### src/unique_prefix_command_match_macros.svh
// Assertion helpers for the prefix matcher. Both sample on clk and are
// disabled while rst_n is low.
`ifndef UNIQUE_PREFIX_COMMAND_MATCH_MACROS_SVH
`define UNIQUE_PREFIX_COMMAND_MATCH_MACROS_SVH

// cons must hold in the same cycle as ante
`define UPCM_ASSERT_NOW(lbl, ante, cons, msg) \
  lbl: assert property (@(posedge clk) disable iff (!rst_n) (ante) |-> (cons)) \
    else $error(msg);

// cons must hold in the cycle after ante
`define UPCM_ASSERT_NEXT(lbl, ante, cons, msg) \
  lbl: assert property (@(posedge clk) disable iff (!rst_n) (ante) |=> (cons)) \
    else $error(msg);

`endif

### src/upcm_pkg.sv
package upcm_pkg;

  localparam int ENTRIES  = 64;
  localparam int NAME_LEN = 32;
  localparam int IDX_W    = $clog2(ENTRIES);
  localparam int POS_W    = $clog2(NAME_LEN);
  localparam int LEN_W    = $clog2(NAME_LEN + 1);
  // issue register plus one register per cell
  localparam int LAT      = ENTRIES + 1;

  localparam logic [1:0] REQ_CLEAR = 2'd0;
  localparam logic [1:0] REQ_WRITE = 2'd1;
  localparam logic [1:0] REQ_QUERY = 2'd2;

  localparam logic [1:0] ST_UNIQUE = 2'd0;
  localparam logic [1:0] ST_NONE   = 2'd1;
  localparam logic [1:0] ST_AMBIG  = 2'd2;

  localparam logic [7:0] CH_SPACE  = 8'h20;
  localparam logic [7:0] CH_LOW_A  = 8'h61;
  localparam logic [7:0] CH_LOW_Z  = 8'h7A;
  localparam logic [7:0] CASE_OFS  = 8'h20;

  typedef enum logic [1:0] {
    OP_NOP,
    OP_CLEAR,
    OP_WRITE,
    OP_QUERY
  } op_t;

  // Command part of a token; pos is the write position or the query position.
  typedef struct packed {
    logic [IDX_W-1:0] idx;
    logic [POS_W-1:0] pos;
    logic [7:0]       ch;
    logic             last;
    logic             char_en;
    logic             drop_all;
    logic             fin;
    logic             nonempty;
  } cmd_t;

  // Match result gathered as a final query token walks the chain.
  typedef struct packed {
    logic                     found;
    logic                     ambig;
    logic [IDX_W-1:0]         best_idx;
    logic [LEN_W-1:0]         best_len;
    logic [NAME_LEN-1:0][7:0] best_name;
  } acc_t;

  typedef struct packed {
    op_t  op;
    cmd_t cmd;
    acc_t acc;
  } tok_t;

endpackage

### src/upcm_cell.sv
module upcm_cell (
  input  logic                       clk,
  input  logic                       rst_n,
  input  logic [upcm_pkg::IDX_W-1:0] cell_idx,
  input  upcm_pkg::tok_t             tok_in,
  output upcm_pkg::tok_t             tok_out
);
  import upcm_pkg::*;

  logic [NAME_LEN-1:0][7:0] name_r;
  logic [LEN_W-1:0]         len_r, len_nxt;
  logic                     valid_r, valid_nxt;
  logic                     cand_r, cand_nxt;
  op_t                      op_r;
  cmd_t                     cmd_r;
  acc_t                     acc_r, acc_nxt;
  logic                     hit;
  logic                     cand_mid;
  logic                     contender;
  logic                     same;

  assign hit = (tok_in.op == OP_WRITE) && (tok_in.cmd.idx == cell_idx);

  always_comb begin
    len_nxt   = len_r;
    valid_nxt = valid_r;
    cand_nxt  = cand_r;
    acc_nxt   = tok_in.acc;
    cand_mid  = cand_r;
    contender = 1'b0;

    // full name compare against the best entry so far, up to its length
    same = (len_r == tok_in.acc.best_len);
    for (int i = 0; i < NAME_LEN; i++) begin
      if ((LEN_W'(i) < tok_in.acc.best_len) && (name_r[i] != tok_in.acc.best_name[i])) begin
        same = 1'b0;
      end
    end

    unique case (tok_in.op)
      OP_CLEAR: begin
        len_nxt   = '0;
        valid_nxt = 1'b0;
        cand_nxt  = 1'b1;
      end
      OP_WRITE: begin
        if (hit && tok_in.cmd.last) begin
          len_nxt   = LEN_W'(tok_in.cmd.pos) + LEN_W'(1);
          valid_nxt = 1'b1;
        end
      end
      OP_QUERY: begin
        if (tok_in.cmd.char_en &&
            (tok_in.cmd.drop_all || (len_r <= LEN_W'(tok_in.cmd.pos)) ||
             (name_r[tok_in.cmd.pos] != tok_in.cmd.ch))) begin
          cand_mid = 1'b0;
        end
        contender = tok_in.cmd.fin && tok_in.cmd.nonempty && cand_mid &&
                    valid_r && (len_r != '0);
        if (contender) begin
          if (!tok_in.acc.found) begin
            acc_nxt.found     = 1'b1;
            acc_nxt.best_idx  = cell_idx;
            acc_nxt.best_len  = len_r;
            acc_nxt.best_name = name_r;
          end else if (!same) begin
            acc_nxt.ambig = 1'b1;
          end
        end
        // a finished query leaves every entry a candidate again
        cand_nxt = tok_in.cmd.fin ? 1'b1 : cand_mid;
      end
      default: begin
      end
    endcase
  end

  always_ff @(posedge clk) begin
    if (hit) begin
      name_r[tok_in.cmd.pos] <= tok_in.cmd.ch;
    end
  end

  always_ff @(posedge clk) begin
    if (!rst_n) begin
      len_r   <= '0;
      valid_r <= 1'b0;
      cand_r  <= 1'b1;
      op_r    <= OP_NOP;
    end else begin
      len_r   <= len_nxt;
      valid_r <= valid_nxt;
      cand_r  <= cand_nxt;
      op_r    <= tok_in.op;
    end
  end

  always_ff @(posedge clk) begin
    cmd_r <= tok_in.cmd;
    acc_r <= acc_nxt;
  end

  assign tok_out = {op_r, cmd_r, acc_r};

endmodule
### config.mk
export PLATFORM = sky130hd
export DESIGN_NAME = upcm_cell
export DESIGN_NICKNAME = d
export VERILOG_FILES = /design/src/unique_prefix_command_match_macros.svh /design/src/upcm_pkg.sv /design/src/upcm_cell.sv
export SDC_FILE = /design/constraint.sdc
export NUM_CORES = 1
export LEC_CHECK = 0
export ABC_AREA = 1
export BUFFER_PORTS_ARGS = -buffer_cell sky130_fd_sc_hd__buf_2
export CELL_PAD_IN_SITES_DETAIL_PLACEMENT = 1
export CELL_PAD_IN_SITES_GLOBAL_PLACEMENT = 2
export CORE_AREA = 10 10 284 286
export DETAILED_ROUTE_END_ITERATION = 10
export DIE_AREA = 0 0 294 296
export PLACE_DENSITY = 0.86
export SYNTH_ARGS = -nofsm -noshare
export SYNTH_HDL_FRONTEND = slang
export SYNTH_SLANG_ARGS = --single-unit
### constraint.sdc
create_clock -name clk -period 5.2 [get_ports clk]
set_clock_uncertainty 0.05 [all_clocks]
set_input_delay 0.78 -clock clk [delete_from_list [all_inputs] [get_ports clk]]
set_output_delay 0.78 -clock clk [all_outputs]
set_load 0.02 [all_outputs]
[Yosys cells after proc, flatten, opt, wreduce, memory -nomap -nowiden]
Index checks and enable logic that the tools add are counted.
Word-level totals
  word-level logic and storage cells: 251
  output and inout port bits: 296
  input port bits: 304
  register bits: 560
Operators by class
  order comparisons: 35
  muxes and demuxes: 50
  add/sub/neg operators: 1
  reductions and logical operators: 46
  equal/unequal tests: 39
Operator list (number)
  270-bit two-way mux: 2
  268-bit two-way mux: 1
  8-bit inequality test: 33
  256-bit bitwise mux: 1
  5-bit by 6-bit < comparator with 1-bit output (first input constant): 16
  4-bit by 6-bit < comparator with 1-bit output (first input constant): 8
  8-bit binary-select mux with 5-bit select: 1
  8-bit demux with 5-bit select: 1
  1-bit logical AND: 40
  1-bit two-way mux: 38
  3-bit by 6-bit < comparator with 1-bit output (first input constant): 4
  8-bit two-way mux: 2
  6-bit equality test: 2
  1-bit by 6-bit < comparator with 1-bit output (first input constant): 2
  2-bit by 6-bit < comparator with 1-bit output (first input constant): 2
  6-bit case mux with 2 select lines: 1
  5-bit by 1-bit adder with 6-bit output (second input constant): 1
  6-bit by 5-bit less-or-equal comparator with 1-bit output: 1
  5-bit by 6-bit < comparator with 1-bit output (second input constant): 1
  6-bit two-way mux: 1
  6-bit nonzero test: 1
  5-bit by 1-bit greater-or-equal comparator with 1-bit output (second input constant): 1
  2-bit equality test (second input constant): 2
  1-bit case mux with 2 select lines: 2
  5 further kinds: 7

[Logic depth before layout (Yosys ltp)]
  depth after elaboration: 38
  depth in mapped cells: 23
  depth with buffers taken out: 19

[Worst setup path after synthesis]
OpenSTA, ideal clock, no wires.
  path type: input -> register
  from: input port tok_in[284] (netlist name)
  to: register acc_r, in the netlist tok_out[74]
  library setup time: 0.114 ns
  required time: 5.036 ns
  stages on the path: 19
  data arrival time: 2.904 ns
  buffers on the path: 4
  path slack: 2.132 ns
  path through: clkbuf_1 > inv_2 > clkbuf_1 > ha_1 > inv_1 > o21bai_1 > nand3_1 > o2111ai_1 > nand2_1 > nor2_1 > nand3_1 > nor2_1 > nand2_1 > nand2_1 > nand4_2 > buf_2 > buf_2 > nand2_1 > nand2_1
RTL lines
  start: declaration: line upcm_cell.sv:5  | input upcm_pkg::tok_t tok_in,
  end signal: assignment: line upcm_cell.sv:100  | acc_r <= acc_nxt;
  end: declaration: line upcm_cell.sv:16  | acc_t acc_r, acc_nxt;

==> flow_summary.toml <==
[status]
status = "finished, final reports clean"

[floorplan]
start_util_pct = 33.7
core_sq_um = 75200
rows = 101
io_pins = 600
die_w_microns = 294
design.die.area_sq_um = 87000
die_h_microns = 296

[sta]
fin_crit_sh_pct = 67.2
setup_viol_count_final = 0
rsz0062_at_grt = "false"
maxSlewViolCount = 0
hold_viol = 0
maxSlewHeadroom_pct = 25.7
fin_tns_setup_ns = 0
worst_pin_slew_ns = 1.12
timing.fmax_ghz = 0.286
worst_slack_ns = 1.70
min_period_ns = 3.50

[flow_run]
cap_violations = 0

[clock_tree]
cts_hold_repair.buffers = 0
post-cts-setup-buffers = 0
cts_buffer_depth = 3
cts_tree = "done"
cts_made_buffers = 67
clock-sinks = 560
clk_latency_ns = 0.61
cts_max_level = 3
root_buffer = "clkbuf_16"
clk_pin_slew_ns = 0.06
cts_resized = 0

[routing]
vias = 23200
drt_iter0_drc = 1520
drcViolationCount = 0
dr.pass1.iters = 5
wire_per_inst_microns = 24.9
drtAntennaViolNets = 0
wl_microns = 113000
drt-vias-per-instance = 5.12

[synthesis]
syn_area_per_cell_sq_um = 8.60
synth_edf_count = 256
syn_area_sq_um = 25300
synth_top_area_share_pct = 30.4
ys_seq_area_share_pct = 54.4
synthFlopType = "dfxtp_1"
synthTopCellsByArea = "edfxtp_1 30%, dfxtp_1 24%, nand2_1 15%"
synth_cell_types = 33
synth_top_area_cell = "edfxtp_1"
synth_fp_nets = 3257
ys_async_sr_fraction_pct = 0
ys_ff_latch = 560
syn_inst = 2944
yosys_warnings = 0

[global_routing]
first_global_vias = 24300
antenna_found_initial = 22
grt_pass1_wl_microns = 162000
track_usage_pct = 24.9
grt_max_degree = 184
grt-ovfl-total = 0

[placement]
dp_slack_ns = 1.17
gp_congestion = 0.828
post-place-cells = 4394
port_buffers = 599
dp_hpwl_microns = 82300

[power]
p_leak_nw = 14.3
ir_drop_v = 0.000190
total_power_mw = 10.6
powerDensity_nw_per_um2 = 337

[worst_setup_path]
critPathKind = "input pin to flip-flop"
critPathArrivalTime_ns = 3.98
crit_required_ns = 5.69
path_max_fanout = 116
end_kind = "flip-flop"
critPathLaunchType = "input pin"

[cells_and_area]
final_nets = 3798
syn_to_final_growth_pct = 24.1
drive_gt1_share_pct = 22.3
fin_cells = 4531
final_util_pct = 41.8
final_common_cell = "nand2_1"
layout_common_cells = "1044 x nand2_1, 597 x buf_2, 315 x nand4_1, 304 x dfxtp_1, 256 x edfxtp_1"

[worst_hold_path]
hold_path_class = "input pin to flip-flop"
[sequential cells by signal, indices dropped and copies added (netlist names)]
name and count:
op_r 2, tok_out 294, name_r 256, len_r 6, cand_r 1, valid_r 1
[critical path, cell delays in order]
cell,delay (ns)
buf_6,0.22
buf_4,0.46
o21ai_0,0.25
nand2_1,0.17
nand2_1,0.09
nand2_1,0.09
nand2_1,0.06
nor2_1,0.26
nand3_1,0.13
nand2_1,0.08
nand2_1,0.05
nor2_1,0.11
nand2_1,0.12
a21oi_4,0.18
buf_12,0.31
nand4_1,0.21
nand2_1,0.13
[power by group]
| group | total [mW] | internal [mW] | switching (mW) |
|---|---|---|---|
| sequential | 4.76 | 4.72 | 0.0411 |
| clock | 4.69 | 2.74 | 1.96 |
| combinational | 1.13 | 0.361 | 0.765 |
[path summary, 6_finish.rpt]
path	cells after the start	start	slack [ns]	endpoint
max reg2reg	16	name_r[196]$_DFFE_PP_	2.16	tok_out[158]$_DFF_P_
max	17	tok_in[283]	1.70	tok_out[158]$_DFF_P_
min reg2reg	2	valid_r$_SDFFE_PN0P_	0.43	valid_r$_SDFFE_PN0P_
min	1	tok_in[288]	0.25	tok_out[288]$_DFF_P_
[routing by layer]
metal / share of wire (%) / up-vias / track usage (%)
li1: - / 10900 / -
met1: 40 / 11400 / 30.0
met2: 50 / 746 / 43.0
met3: 7.0 / 186 / 5.85
met4: 3.1 / 10 / 8.98
met5: 0.060 / - / 0
[cell usage after synthesis, types with 4 or more instances]
| cell type | n |
|---|---|
| nand2_1 | 1044 |
| nor2_1 | 192 |
| dfxtp_1 | 304 |
| nor3_2 | 4 |
| o21ai_1 | 16 |
| clkbuf_1 | 80 |
| nor4_1 | 5 |
| xnor2_1 | 149 |
| o211ai_1 | 21 |
| nand4_1 | 315 |
| inv_1 | 163 |
| o22ai_1 | 4 |
| o2111ai_1 | 5 |
| or2_2 | 50 |
| xor2_1 | 57 |
| ha_1 | 9 |
| edfxtp_1 | 256 |
| o21ai_0 | 70 |
| a21oi_1 | 11 |
| buf_4 | 13 |
| buf_2 | 65 |
| nand3_1 | 73 |
| nor3_1 | 19 |
| inv_2 | 6 |
[final cells by class]
| class | count | area, sq um |
|---|---|---|
| antenna | 15 | 37.5 |
| clock buffer | 97 | 1920 |
| clock inverter | 25 | 246 |
| fill | 9011 | 43800 |
| inverter | 169 | 644 |
| multi-input combinational | 2054 | 10200 |
| sequential | 560 | 13800 |
| tap | 978 | 1220 |
| timing repair buffer | 633 | 3390 |
[per-stage QoR]
step | hold WS [ns] | cell area [sq um]
after floorplan | 0.395 | 25300
after global placement | 0.406 | 29200
after detailed placement | 0.415 | 29200
after CTS | 0.218 | 31400
after global routing | 0.227 | 31400
final | 0.251 | 31400
[kinds of logic after synthesis]
| kind of cell | share of synthesized area [%] |
|---|---|
| AND/OR/NAND/NOR | 29.5 |
| buffers and inverters | 5.44 |
| AO/OA/AOI/OAI | 3.09 |
| adder cells (fa/ha/maj) | 0.445 |
| XOR/XNOR | 7.12 |
| flip-flops | 54.4 |
(Power assumes the default switching activity.)
